$ cat config.mk
export PLATFORM = sky130hd
export DESIGN_NAME = rc_frame_drive_command_flat
export DESIGN_NICKNAME = d
export VERILOG_FILES = /design/src/sv/rcfdc_pkg.sv /design/src/sv/rcfdc_if.sv /design/src/sv/rc_frame_drive_command.sv /design/src/flat_wrapper.sv
export SDC_FILE = /design/constraint.sdc
export NUM_CORES = 1
export LEC_CHECK = 0
export BUFFER_PORTS_ARGS = -buffer_cell sky130_fd_sc_hd__buf_4
export CORE_ASPECT_RATIO = 0.8
export CORE_MARGIN = 2
export CORE_UTILIZATION = 65
export CTS_BUF_LIST = sky130_fd_sc_hd__clkbuf_8
export DETAILED_ROUTE_END_ITERATION = 12
export GPL_TIMING_DRIVEN = 1
export MAX_ROUTING_LAYER = met4
export PLACE_DENSITY = 0.8
export SLEW_MARGIN = 10
export SYNTH_ARGS = -nofsm -noshare
export SYNTH_HDL_FRONTEND = slang
export SYNTH_SLANG_ARGS = --single-unit
$ cat constraint.sdc
create_clock -name clk -period 33.8 [get_ports clk]
set_clock_uncertainty 0.05 [all_clocks]
set_input_delay 6.76 -clock clk [delete_from_list [all_inputs] [get_ports clk]]
set_output_delay 6.76 -clock clk [all_outputs]
set_load 0.005 [all_outputs]
$ cat src/sv/rcfdc_pkg.sv
package rcfdc_pkg;

    localparam int FRAME_BYTES = 25;
    localparam int POS_W       = $clog2(FRAME_BYTES + 1);
    localparam int CH_W        = 11;

    localparam logic [7:0] HDR_BYTE = 8'h0f;
    localparam logic [7:0] FTR_BYTE = 8'h00;

    // stick scaling: trunc(((CH_CENTER - raw) * SCALE_NUM - offset) / 694)
    localparam int CH_CENTER  = 1000;
    localparam int SCALE_NUM  = 100;
    localparam int STEER_OFS  = 6246;
    // floor(x / 694) = (x * DIV_RECIP) >> DIV_SHIFT, exact for x < 277309
    localparam int DIV_SHIFT  = 27;
    localparam logic [17:0] DIV_RECIP = 18'd193398;

    // switch thresholds: |raw - 1000| >= 694
    localparam int SW_HI_MIN  = 1694;
    localparam int SW_LO_MAX  = 306;

    localparam logic [7:0] DEADBAND_RST = 8'd10;

    typedef enum logic [1:0] {
        SW_MID  = 2'b00,
        SW_UP   = 2'b01,
        SW_DOWN = 2'b11
    } sw_pos_t;

    localparam logic [2:0] STARTUP_NONE    = 3'd0;
    localparam logic [2:0] STARTUP_ENABLE  = 3'd1;
    localparam logic [2:0] STARTUP_STOP    = 3'd5;
    localparam logic [2:0] STARTUP_DISABLE = 3'd6;

    localparam logic [1:0] STOP_NONE = 2'd0;
    localparam logic [1:0] STOP_LOW  = 2'd1;
    localparam logic [1:0] STOP_HIGH = 2'd2;
    localparam logic [1:0] STOP_MID  = 2'd3;

endpackage

$ cat src/sv/rcfdc_if.sv
interface rcfdc_in_if;
    logic       valid;
    logic       ready;
    logic [7:0] rx_byte;
    logic       buffer_end;
    logic       quick_stop_enabled;

    modport source (output valid, rx_byte, buffer_end, quick_stop_enabled, input ready);
    modport sink   (input valid, rx_byte, buffer_end, quick_stop_enabled, output ready);
endinterface

interface rcfdc_out_if;
    logic              valid;
    logic              ready;
    logic              frame_valid;
    logic signed [9:0] linear_velocity;
    logic signed [9:0] angular_velocity;
    logic              manual_mode;
    logic              startup_set;
    logic [2:0]        startup_value;
    logic [1:0]        stop_code;

    modport source (output valid, frame_valid, linear_velocity, angular_velocity,
                    manual_mode, startup_set, startup_value, stop_code, input ready);
    modport sink   (input valid, frame_valid, linear_velocity, angular_velocity,
                    manual_mode, startup_set, startup_value, stop_code, output ready);
endinterface

$ cat src/sv/rc_frame_drive_command.sv
// An accepted beat reaches its result on cmd through the input register, the
// decode/scale register and the result register.
// Throughput: one beat per cycle; an end beat waits in the input register while the
// decode and result registers are both full, and rx stalls behind it.
// Reset (rst_n low, async): byte count, channels, switches and held velocities
// clear to zero, deadband threshold to 10, no result pending. No clearing pass.
module rc_frame_drive_command (
    input  logic        clk,
    input  logic        rst_n,
    rcfdc_in_if.sink    rx,
    rcfdc_out_if.source cmd,
    input  logic        cfg_we,
    input  logic [7:0]  cfg_wdata
);
    import rcfdc_pkg::*;

    logic [7:0]             thr_reg;

    // stage 1: input register and frame buffer
    logic                   s1_vld_reg, s1_vld_next;
    logic [7:0]             s1_byte_reg;
    logic                   s1_end_reg;
    logic                   s1_qs_reg;
    logic [POS_W-1:0]       pos_reg, pos_next;
    logic [7:0]             store_reg [FRAME_BYTES];

    // stage 2: decoded frame
    logic                   s2_vld_reg, s2_vld_next;
    logic                   s2_qs_reg;
    logic                   s2_fv_reg;
    logic signed [8:0]      s2_thr_reg;
    logic signed [8:0]      s2_str_reg;
    sw_pos_t                s2_sw4_reg, s2_sw9_reg, s2_sw11_reg;

    // decision state
    logic signed [8:0]      ch_thr_reg, ch_thr_next;
    logic signed [8:0]      ch_str_reg, ch_str_next;
    sw_pos_t                sw4_reg, sw4_next;
    sw_pos_t                sw9_reg, sw9_next;
    sw_pos_t                sw11_reg, sw11_next;
    sw_pos_t                prev_en_reg, prev_en_next;
    logic signed [9:0]      held_lin_reg, held_lin_next;
    logic signed [9:0]      held_ang_reg, held_ang_next;

    // result register
    logic                   o_vld_reg, o_vld_next;
    logic                   o_fv_reg;
    logic                   o_manual_reg, o_manual_next;
    logic                   o_sset_reg, o_sset_next;
    logic [2:0]             o_sval_reg, o_sval_next;
    logic [1:0]             o_stop_reg, o_stop_next;

    logic                   out_free, s2_go, s2_ready, s1_go, s1_ready, rx_fire;
    logic                   pos_full;
    logic [POS_W-1:0]       pos_inc;
    logic [7:0]             byte_last;
    logic                   frame_ok;
    logic [CH_W-1:0]        raw_thr, raw_str, raw_sw4, raw_sw9, raw_sw11;
    logic signed [8:0]      thr_scaled, str_scaled;

    function automatic logic [7:0] div694(input logic [16:0] m);
        logic [34:0] p;
        p = 35'(m) * 35'(DIV_RECIP);
        return p[DIV_SHIFT+7:DIV_SHIFT];
    endfunction

    function automatic logic signed [8:0] scale_stick(input logic [CH_W-1:0] raw,
                                                      input logic signed [17:0] ofs);
        logic signed [17:0] n;
        logic [16:0]        m;
        logic [7:0]         q;
        n = ($signed(18'(CH_CENTER)) - $signed({7'b0, raw})) * $signed(18'(SCALE_NUM))
            - ofs;
        m = n[17] ? 17'(-n) : 17'(n);
        q = div694(m);
        return n[17] ? -$signed({1'b0, q}) : $signed({1'b0, q});
    endfunction

    function automatic sw_pos_t sw_decode(input logic [CH_W-1:0] raw, input logic invert);
        sw_pos_t hi, lo;
        hi = invert ? SW_DOWN : SW_UP;
        lo = invert ? SW_UP : SW_DOWN;
        if (raw >= CH_W'(SW_HI_MIN))
            return hi;
        else if (raw <= CH_W'(SW_LO_MAX))
            return lo;
        else
            return SW_MID;
    endfunction

    function automatic logic [7:0] mag9(input logic signed [8:0] v);
        return v[8] ? 8'(-v) : 8'(v);
    endfunction

    // handshake
    always_comb
    begin
        out_free = !o_vld_reg || cmd.ready;
        s2_go    = s2_vld_reg && out_free;
        s2_ready = !s2_vld_reg || out_free;
        s1_go    = s1_vld_reg && (!s1_end_reg || s2_ready);
        s1_ready = !s1_vld_reg || s1_go;
        rx_fire  = rx.valid && s1_ready;
    end

    assign rx.ready = s1_ready;

    // stage 1: byte count, frame check, channel unpack and scaling
    always_comb
    begin
        pos_full  = (pos_reg == POS_W'(FRAME_BYTES));
        pos_inc   = pos_full ? pos_reg : pos_reg + POS_W'(1);
        byte_last = (pos_reg == POS_W'(FRAME_BYTES - 1)) ? s1_byte_reg
                                                         : store_reg[FRAME_BYTES-1];
        frame_ok  = (pos_inc == POS_W'(FRAME_BYTES)) && (store_reg[0] == HDR_BYTE)
                    && (byte_last == FTR_BYTE);

        raw_thr   = {store_reg[3][5:0],  store_reg[2][7:3]};
        raw_str   = {store_reg[6][3:0],  store_reg[5][7:1]};
        raw_sw4   = {store_reg[7][6:0],  store_reg[6][7:4]};
        raw_sw9   = {store_reg[14][5:0], store_reg[13][7:3]};
        raw_sw11  = {store_reg[17][3:0], store_reg[16][7:1]};

        thr_scaled = scale_stick(raw_thr, 18'sd0);
        str_scaled = scale_stick(raw_str, $signed(18'(STEER_OFS)));

        if (s1_go && s1_end_reg)
            pos_next = '0;
        else if (s1_go)
            pos_next = pos_inc;
        else
            pos_next = pos_reg;

        if (rx_fire)
            s1_vld_next = 1'b1;
        else if (s1_go)
            s1_vld_next = 1'b0;
        else
            s1_vld_next = s1_vld_reg;

        if (s1_go && s1_end_reg)
            s2_vld_next = 1'b1;
        else if (s2_go)
            s2_vld_next = 1'b0;
        else
            s2_vld_next = s2_vld_reg;
    end

    // stage 2: channel update and decisions
    always_comb
    begin
        logic signed [9:0] lin;
        logic signed [9:0] ang;
        logic              manual;

        ch_thr_next  = s2_fv_reg ? s2_thr_reg : ch_thr_reg;
        ch_str_next  = s2_fv_reg ? s2_str_reg : ch_str_reg;
        sw4_next     = s2_fv_reg ? s2_sw4_reg : sw4_reg;
        sw9_next     = s2_fv_reg ? s2_sw9_reg : sw9_reg;
        sw11_next    = s2_fv_reg ? s2_sw11_reg : sw11_reg;
        prev_en_next = s2_fv_reg ? sw11_reg : prev_en_reg;

        lin    = $signed({ch_thr_next[8], ch_thr_next}) + $signed({ch_thr_next, 1'b0});
        ang    = $signed({ch_str_next, 1'b0});
        manual = (sw9_next == SW_UP);

        held_lin_next = held_lin_reg;
        held_ang_next = held_ang_reg;
        if (manual)
        begin
            held_lin_next = (mag9(ch_thr_next) >= thr_reg) ? lin : '0;
            held_ang_next = (mag9(ch_str_next) >= thr_reg) ? ang : '0;
        end
        o_manual_next = manual;

        o_sset_next = 1'b0;
        o_sval_next = STARTUP_NONE;
        if (sw11_next == SW_MID)
        begin
            o_sset_next = 1'b1;
            o_sval_next = STARTUP_STOP;
        end
        else if (sw11_next == SW_UP && prev_en_next != SW_UP)
        begin
            o_sset_next = 1'b1;
            o_sval_next = STARTUP_ENABLE;
        end
        else if (sw11_next == SW_DOWN)
        begin
            o_sset_next = 1'b1;
            o_sval_next = STARTUP_DISABLE;
        end

        o_stop_next = STOP_NONE;
        if (s2_qs_reg)
        begin
            case (sw4_next)
                SW_DOWN: o_stop_next = STOP_LOW;
                SW_UP:   o_stop_next = STOP_HIGH;
                SW_MID:  o_stop_next = STOP_MID;
                default: o_stop_next = STOP_NONE;
            endcase
        end

        if (s2_go)
            o_vld_next = 1'b1;
        else if (cmd.ready)
            o_vld_next = 1'b0;
        else
            o_vld_next = o_vld_reg;
    end

    // control and decision state
    always_ff @(posedge clk or negedge rst_n)
    begin
        if (!rst_n)
        begin
            thr_reg      <= DEADBAND_RST;
            s1_vld_reg   <= 1'b0;
            s2_vld_reg   <= 1'b0;
            o_vld_reg    <= 1'b0;
            pos_reg      <= '0;
            ch_thr_reg   <= '0;
            ch_str_reg   <= '0;
            sw4_reg      <= SW_MID;
            sw9_reg      <= SW_MID;
            sw11_reg     <= SW_MID;
            prev_en_reg  <= SW_MID;
            held_lin_reg <= '0;
            held_ang_reg <= '0;
        end
        else
        begin
            if (cfg_we)
                thr_reg <= cfg_wdata;
            s1_vld_reg <= s1_vld_next;
            s2_vld_reg <= s2_vld_next;
            o_vld_reg  <= o_vld_next;
            pos_reg    <= pos_next;
            if (s2_go)
            begin
                ch_thr_reg   <= ch_thr_next;
                ch_str_reg   <= ch_str_next;
                sw4_reg      <= sw4_next;
                sw9_reg      <= sw9_next;
                sw11_reg     <= sw11_next;
                prev_en_reg  <= prev_en_next;
                held_lin_reg <= held_lin_next;
                held_ang_reg <= held_ang_next;
            end
        end
    end

    // payload
    always_ff @(posedge clk)
    begin
        if (rx_fire)
        begin
            s1_byte_reg <= rx.rx_byte;
            s1_end_reg  <= rx.buffer_end;
            s1_qs_reg   <= rx.quick_stop_enabled;
        end
        if (s1_go && !pos_full)
            store_reg[pos_reg] <= s1_byte_reg;
        if (s1_go && s1_end_reg)
        begin
            s2_qs_reg   <= s1_qs_reg;
            s2_fv_reg   <= frame_ok;
            s2_thr_reg  <= thr_scaled;
            s2_str_reg  <= str_scaled;
            s2_sw4_reg  <= sw_decode(raw_sw4, 1'b0);
            s2_sw9_reg  <= sw_decode(raw_sw9, 1'b1);
            s2_sw11_reg <= sw_decode(raw_sw11, 1'b1);
        end
        if (s2_go)
        begin
            o_fv_reg     <= s2_fv_reg;
            o_manual_reg <= o_manual_next;
            o_sset_reg   <= o_sset_next;
            o_sval_reg   <= o_sval_next;
            o_stop_reg   <= o_stop_next;
        end
    end

    assign cmd.valid            = o_vld_reg;
    assign cmd.frame_valid      = o_fv_reg;
    assign cmd.linear_velocity  = held_lin_reg;
    assign cmd.angular_velocity = held_ang_reg;
    assign cmd.manual_mode      = o_manual_reg;
    assign cmd.startup_set      = o_sset_reg;
    assign cmd.startup_value    = o_sval_reg;
    assign cmd.stop_code        = o_stop_reg;

endmodule

$ cat src/flat_wrapper.sv
// flat-port wrapper written by rule: the top's interface ports become plain ports
module rc_frame_drive_command_flat import rcfdc_pkg::*;
  (clk, rst_n, cfg_we, cfg_wdata, rx_valid, rx_rx_byte, rx_buffer_end, rx_quick_stop_enabled, rx_ready, cmd_valid, cmd_frame_valid, cmd_linear_velocity, cmd_angular_velocity, cmd_manual_mode, cmd_startup_set, cmd_startup_value, cmd_stop_code, cmd_ready);
  rcfdc_in_if rx_i ();
  rcfdc_out_if cmd_i ();
  input  logic clk;
  input  logic rst_n;
  input  logic cfg_we;
  input  logic [7:0] cfg_wdata;
  input wire logic [$bits(rx_i.valid)-1:0] rx_valid;
  input wire logic [$bits(rx_i.rx_byte)-1:0] rx_rx_byte;
  input wire logic [$bits(rx_i.buffer_end)-1:0] rx_buffer_end;
  input wire logic [$bits(rx_i.quick_stop_enabled)-1:0] rx_quick_stop_enabled;
  output wire logic [$bits(rx_i.ready)-1:0] rx_ready;
  output wire logic [$bits(cmd_i.valid)-1:0] cmd_valid;
  output wire logic [$bits(cmd_i.frame_valid)-1:0] cmd_frame_valid;
  output wire logic [$bits(cmd_i.linear_velocity)-1:0] cmd_linear_velocity;
  output wire logic [$bits(cmd_i.angular_velocity)-1:0] cmd_angular_velocity;
  output wire logic [$bits(cmd_i.manual_mode)-1:0] cmd_manual_mode;
  output wire logic [$bits(cmd_i.startup_set)-1:0] cmd_startup_set;
  output wire logic [$bits(cmd_i.startup_value)-1:0] cmd_startup_value;
  output wire logic [$bits(cmd_i.stop_code)-1:0] cmd_stop_code;
  input wire logic [$bits(cmd_i.ready)-1:0] cmd_ready;
  assign rx_i.valid = rx_valid;
  assign rx_i.rx_byte = rx_rx_byte;
  assign rx_i.buffer_end = rx_buffer_end;
  assign rx_i.quick_stop_enabled = rx_quick_stop_enabled;
  assign rx_ready = rx_i.ready;
  assign cmd_valid = cmd_i.valid;
  assign cmd_frame_valid = cmd_i.frame_valid;
  assign cmd_linear_velocity = cmd_i.linear_velocity;
  assign cmd_angular_velocity = cmd_i.angular_velocity;
  assign cmd_manual_mode = cmd_i.manual_mode;
  assign cmd_startup_set = cmd_i.startup_set;
  assign cmd_startup_value = cmd_i.startup_value;
  assign cmd_stop_code = cmd_i.stop_code;
  assign cmd_i.ready = cmd_ready;
  rc_frame_drive_command u_core (.clk(clk), .rst_n(rst_n), .rx(rx_i), .cmd(cmd_i), .cfg_we(cfg_we), .cfg_wdata(cfg_wdata));
endmodule
==> results of run 1 <==
==> cells by family after synthesis <==
logic type      after synthesis  share of synthesized area, %
simple gates                383                         8.292
other cells                   1                       0.01682
flops                       176                         22.34
compound gates              348                         10.79
mux                          36                         1.689
xor+xnor                    160                         6.351
fa+ha+maj                   611                         42.39
buf+inv                     481                         8.124
==> layer usage <==
layer  up-vias  track usage [%]  share of wire [%]
li1       7435                -                  -
met3        62            5.644                6.7
met2       438            43.96                 45
met4         0            5.328                1.4
met1      7511            40.13                 47
met5         -                -                  0
==> critical path, delay by kind of cell <==
family | cells | cell delay, ps
simple gates | 2 | 400
buf+inv | 2 | 280
==> area by class of cell <==
type	count	share of cell area (%)
clock buffer	17	0.9903
clock inverter	14	0.7149
inverter	450	7.149
multi-input combinational	1539	65.63
sequential	176	21.09
tap	434	2.298
timing repair buffer	67	2.129
==> cells in the final DEF, fill, tap and decap left out, drive strengths merged, types with 25 or more instances in the layout <==
cell    netlist  layout
ha          370     370
dfrtp        59      59
nand3        31      31
a21o         45      45
xor2         41      41
fa          241     241
o21ai        67      67
a21oi        86      86
inv         450     457
nor3         25      25
edfxtp      115     115
nor2         86      86
xnor2       119     119
nand2       124     124
o31ai        26      26
buf           6      67
==> worst paths after layout <==
kind,from,slack (ps),cells after the start,to
setup reg to reg,u_core.store_reg[2][3],20170,50,u_core.s2_thr_reg[6]
hold / removal,u_core.s1_qs_reg,390,0,u_core.s2_qs_reg
setup / recovery,cmd_ready,19540,4,rx_ready
hold reg to reg,u_core.s1_qs_reg,390,0,u_core.s2_qs_reg
min in group asynchronous,rst_n,6300,1,u_core.cmd.angular_velocity[3]
max in group asynchronous,rst_n,26810,1,u_core.pos_reg[0]
==> per-stage QoR <==
| stage | instance area, um2 | hold slack, ps | std cells |
|---|---|---|---|
| 4_1_cts | 23630 | 382.3 | 2697 |
| 3_3_place_gp | 23220 | 355.0 | 2666 |
| 2_1_floorplan | 22300 | 350.3 | 2196 |
| 6_report | 23630 | 388.9 | 2697 |
| 3_5_place_dp | 23220 | 356.2 | 2666 |
| 5_1_grt | 23630 | 395.5 | 2697 |
==> flow_metrics.env, run 1 <==
export IMPL_fill_cells=2462
export IMPL_initial_core_util_pct=66.16
export IMPL_clk_latency_ps=490
export IMPL_antenna_cells=0
export IMPL_wl_per_cell_um=17.63
export IMPL_grtUsageTotal_pct=28.64
export IMPL_failed_checks="DRC"
export IMPL_ys_top_cells_by_area="fa_1, ha_1, edfxtp_1, inv_1, dfrtp_1"
export IMPL_grt_pass1_vias=15930
export IMPL_postRouteAntennaNets=0
export IMPL_synth_seq_cells=176
export IMPL_outcome="finished, violations left"
export IMPL_yosys_warnings=0
export IMPL_layout_min_cycle_time_ps=14260
export IMPL_drc_errors=1
export IMPL_grt_max_degree=62
export IMPL_pre_cts_slack_ps=19550
export IMPL_clock_fmax_mhz=70.14
export IMPL_synth_commonest_cells="inv_1, ha_1, fa_1, nand2_1, xnor2_1"
export IMPL_synth_edff_count=115
export IMPL_start_kind="primary input"
export IMPL_cts_sinks=176
export IMPL_cp_arrival_ps=7450
export IMPL_cts_tree="done"
export IMPL_synth_top_area_cell="fa_1"
export IMPL_drv_cap=0
export IMPL_ctsHoldBuffers=0
export IMPL_nets=2885
export IMPL_hold_path_class="register to register"
export IMPL_wl_um=47540
export IMPL_multi_input_area_um2=15510
export IMPL_synthToLayoutAreaGrowth_pct=5.947
export IMPL_cts_buffer_depth=2
export IMPL_yosysUniqueCellTypes=88
export IMPL_io_buffers=51
export IMPL_cp_max_fo=3
export IMPL_cp_slowest_cell="nor2b_1"
export IMPL_die_area_um2=35820
export IMPL_cp_common_cell="buf_4"
export IMPL_ioPinCount=53
export IMPL_overflow=0
export IMPL_finalHoldViolCount=0
export IMPL_worst_pin_slew_ps=1173
export IMPL_cts_clk_slew_worst_paths_ps=100
export IMPL_rsz0062_at_grt="no"
export IMPL_place_congestion=0.9790
export IMPL_htree_num_levels=4
export IMPL_die_h_um=169.7
export IMPL_die_width_um=211.1
export IMPL_rows=60
export IMPL_end_kind="output pin"
export IMPL_syn_nets=2830
export IMPL_required_ps=26990
export IMPL_tns_ps=0
export IMPL_path_class="primary input to output pin"
export IMPL_ys_seq_area_share_pct=22.34
export IMPL_crit_chain="buf_4, nor2b_1, nand4_1, buf_4"
export IMPL_drive_above_1_share_pct=6.407
export IMPL_synthCells=2196
export IMPL_grt_pass1_wl_um=78550
export IMPL_antenna_found_initial=0
export IMPL_synth_flop_cell="edfxtp_1"
export IMPL_drv_slew=0
export IMPL_slew_headroom_pct=21.60
export IMPL_synth_top_area_share_pct=21.63
export IMPL_setup_viol=0
export IMPL_max_stage_delay_ps=230
export IMPL_synth_most_common_cell="inv_1"
export IMPL_cts_made_buffers=17
export IMPL_cts_setup_buffers=0
export IMPL_cts_repair_resized=0
export IMPL_fin_crit_sh_pct=42.18
export IMPL_synth_area_um2=22300
export IMPL_firstDrtPassIters=10
export IMPL_synthArstFlopShare_pct=34.66
export IMPL_route_vias_total=15450
export IMPL_cts_root_buf="clkbuf_8"
export IMPL_fin_ws_ps=19540
export IMPL_synth_area_per_cell_um2=10.16
export IMPL_drt_iter0_drc=948
export IMPL_register_area_um2=4982
export IMPL_place_hpwl_um=40080
export IMPL_core_area_um2=33710
export IMPL_post_drt_via_cell_ratio=5.727
export IMPL_final_util_pct=70.10
export IMPL_largest_register_ffs=71
Power of run 1 is left out: the tool's default activity adds up to more than one toggle a clock period on the data nets, which glitch-free logic cannot reach.
==> run 2: changes to the inputs <==
--- a/config.mk
+++ b/config.mk
@@ -8,12 +8,12 @@
 export BUFFER_PORTS_ARGS = -buffer_cell sky130_fd_sc_hd__buf_4
 export CORE_ASPECT_RATIO = 0.8
 export CORE_MARGIN = 2
-export CORE_UTILIZATION = 65
+export CORE_UTILIZATION = 60
 export CTS_BUF_LIST = sky130_fd_sc_hd__clkbuf_8
 export DETAILED_ROUTE_END_ITERATION = 12
 export GPL_TIMING_DRIVEN = 1
 export MAX_ROUTING_LAYER = met4
-export PLACE_DENSITY = 0.8
+export PLACE_DENSITY = 0.78
 export SLEW_MARGIN = 10
 export SYNTH_ARGS = -nofsm -noshare
 export SYNTH_HDL_FRONTEND = slang
==> constraint.sdc (replaced) <==
create_clock -name clk -period 12.7 [get_ports clk]
set_clock_uncertainty 0.05 [all_clocks]
set_input_delay 2.54 -clock clk [delete_from_list [all_inputs] [get_ports clk]]
set_output_delay 2.54 -clock clk [all_outputs]
set_load 0.005 [all_outputs]
==> run 2 against run 1 <==
Net effect:
- the run now ends clean
- cell area up 1.2%
- via count up 2.0%
- sequential share of layout area is 0.26 points lower
- critical path depth increased by 36
- non-clock buffer count up 16
- count of clock-buffer cells in the layout unchanged
- utilization decreased by 5.1 points
- hold slack worse by 5.9 ps
- routed wire length increased by 6.4%
- largest cell class unchanged
==> flow_metrics.env, run 2 (synthesis gave the netlist of run 1 again) <==
export IMPL_layout_common_cells="inv_1, ha_1, fa_1"
export IMPL_topRoutingLayerUsed="met4"
export IMPL_r2r_start="u_core.store_reg[5][1]"
export IMPL_place_congestion=0.9699
export IMPL_clock_fmax_mhz=82.96
export IMPL_synthToLayoutAreaGrowth_pct=7.271
export IMPL_ctsHoldBuffers=0
export IMPL_final_common_cell="inv_1"
export IMPL_path_class="register to register"
export IMPL_cts_sinks=176
export IMPL_drt_iter0_drc=1196
export IMPL_ioPinCount=53
export IMPL_required_ps=12880
export IMPL_hold_path_class="register to register"
export IMPL_drive_above_1_share_pct=7.544
export IMPL_die_h_um=176.4
export IMPL_cts_repair_resized=0
export IMPL_hold_depth=0
export IMPL_wl_um=50560
export IMPL_fin_ws_ps=646.7
export IMPL_fin_crit_sh_pct=94.91
export IMPL_wl_met3_um=3629
export IMPL_end_kind="register"
export IMPL_clk_latency_ps=490
export IMPL_grt_pass1_vias=16030
export IMPL_register_area_um2=4982
export IMPL_htree_num_levels=4
export IMPL_cts_made_buffers=17
export IMPL_tns_ps=0
export IMPL_drv_slew=0
export IMPL_finalHoldViolCount=0
export IMPL_largest_register_ffs=71
export IMPL_cp_max_fo=16
export IMPL_rows=63
export IMPL_grt_pass1_wl_um=81560
export IMPL_worst_pin_slew_ps=1032
export IMPL_layout_min_cycle_time_ps=12050
export IMPL_pre_cts_slack_ps=232.3
export IMPL_antenna_found_initial=0
export IMPL_overflow=0
export IMPL_nets=2901
export IMPL_cp_arrival_ps=12230
export IMPL_rsz0062_at_grt="yes"
export IMPL_endpoint="u_core.s2_str_reg[5]"
export IMPL_cp_common_cell="ha_1"
export IMPL_core_area_um2=36810
export IMPL_max_stage_delay_ps=550
export IMPL_grt_max_degree=62
export IMPL_rr_worst_depth=40
export IMPL_grtUsageTotal_pct=27.80
export IMPL_multi_input_area_um2=15590
export IMPL_start_kind="register"
export IMPL_setup_viol=0
export IMPL_cp_slowest_cell="fa_1"
export IMPL_wl_per_cell_um=18.27
export IMPL_place_hpwl_um=42520
export IMPL_post_drt_via_cell_ratio=5.692
export IMPL_m1WireLength_um=24050
export IMPL_cts_clk_slew_worst_paths_ps=100
export IMPL_cts_buffer_depth=2
export IMPL_cts_root_buf="clkbuf_8"
export IMPL_die_width_um=219.6
export IMPL_cts_tree="done"
export IMPL_route_met2_wl_um=22280
export IMPL_startpoint="u_core.store_reg[5][1]"
export IMPL_initial_core_util_pct=60.58
export IMPL_postRouteAntennaNets=0
export IMPL_fill_cells=2851
export IMPL_slew_headroom_pct=30.70
export IMPL_firstDrtPassIters=7
export IMPL_r2r_end="u_core.s2_str_reg[5]"
export IMPL_route_vias_total=15750
export IMPL_drv_cap=0
export IMPL_cts_setup_buffers=0
export IMPL_final_util_pct=64.99
export IMPL_r2r_setup_slack_ps=650
export IMPL_die_area_um2=38740
export IMPL_drc_errors=0
export IMPL_antenna_cells=0
export IMPL_io_buffers=51
export IMPL_outcome="completed"
## run 2: area by class of cell
type | instances | share of cell area (%)
multi-input cells | 1539 | 65.18
clock inverters | 15 | 0.8054
clock buffers | 17 | 0.9780
flip-flops and latches | 176 | 20.83
inverters | 450 | 7.061
well taps | 487 | 2.547
repair buffers | 83 | 2.605
## run 2: through the flow
| stage | hold WS, ps | cells | cell area (um2) |
|---|---|---|---|
| global route | 402.1 | 2767 | 23920 |
| finish | 383.1 | 2767 | 23920 |
| detailed placement | 360.6 | 2735 | 23410 |
| CTS | 386.2 | 2767 | 23840 |
| floorplan | 350.3 | 2196 | 22300 |
| global placement | 353.6 | 2735 | 23410 |
## run 2: per-layer routing
metal,vias to the layer above,track usage (%)
met1,7709,40.33
met3,51,5.151
met5,-,-
li1,7483,-
met2,508,41.35
met4,0,4.786
## run 2: how the worst min path moves through the flow
stage	from	end
floorplan	u_core.s1_qs_reg	u_core.s2_qs_reg
global placement	u_core.s1_qs_reg	u_core.s2_qs_reg
detailed placement	u_core.s1_qs_reg	u_core.s2_qs_reg
CTS	u_core.s1_qs_reg	u_core.s2_qs_reg
global route	u_core.s1_qs_reg	u_core.s2_qs_reg
finish	u_core.s1_qs_reg	u_core.s2_qs_reg
## run 2: critical path, delay by kind of cell (launching register included)
kind,cells,cell delay [ps]
and+or+nand+nor,5,1020
xor gates and xnor gates,3,790
AOI/OAI and AO/OA,11,2800
adders and majority gates,13,5610
muxes,1,270
DFF,1,340
buffers and inverters,7,890
Power of run 2 is left out for the same reason.
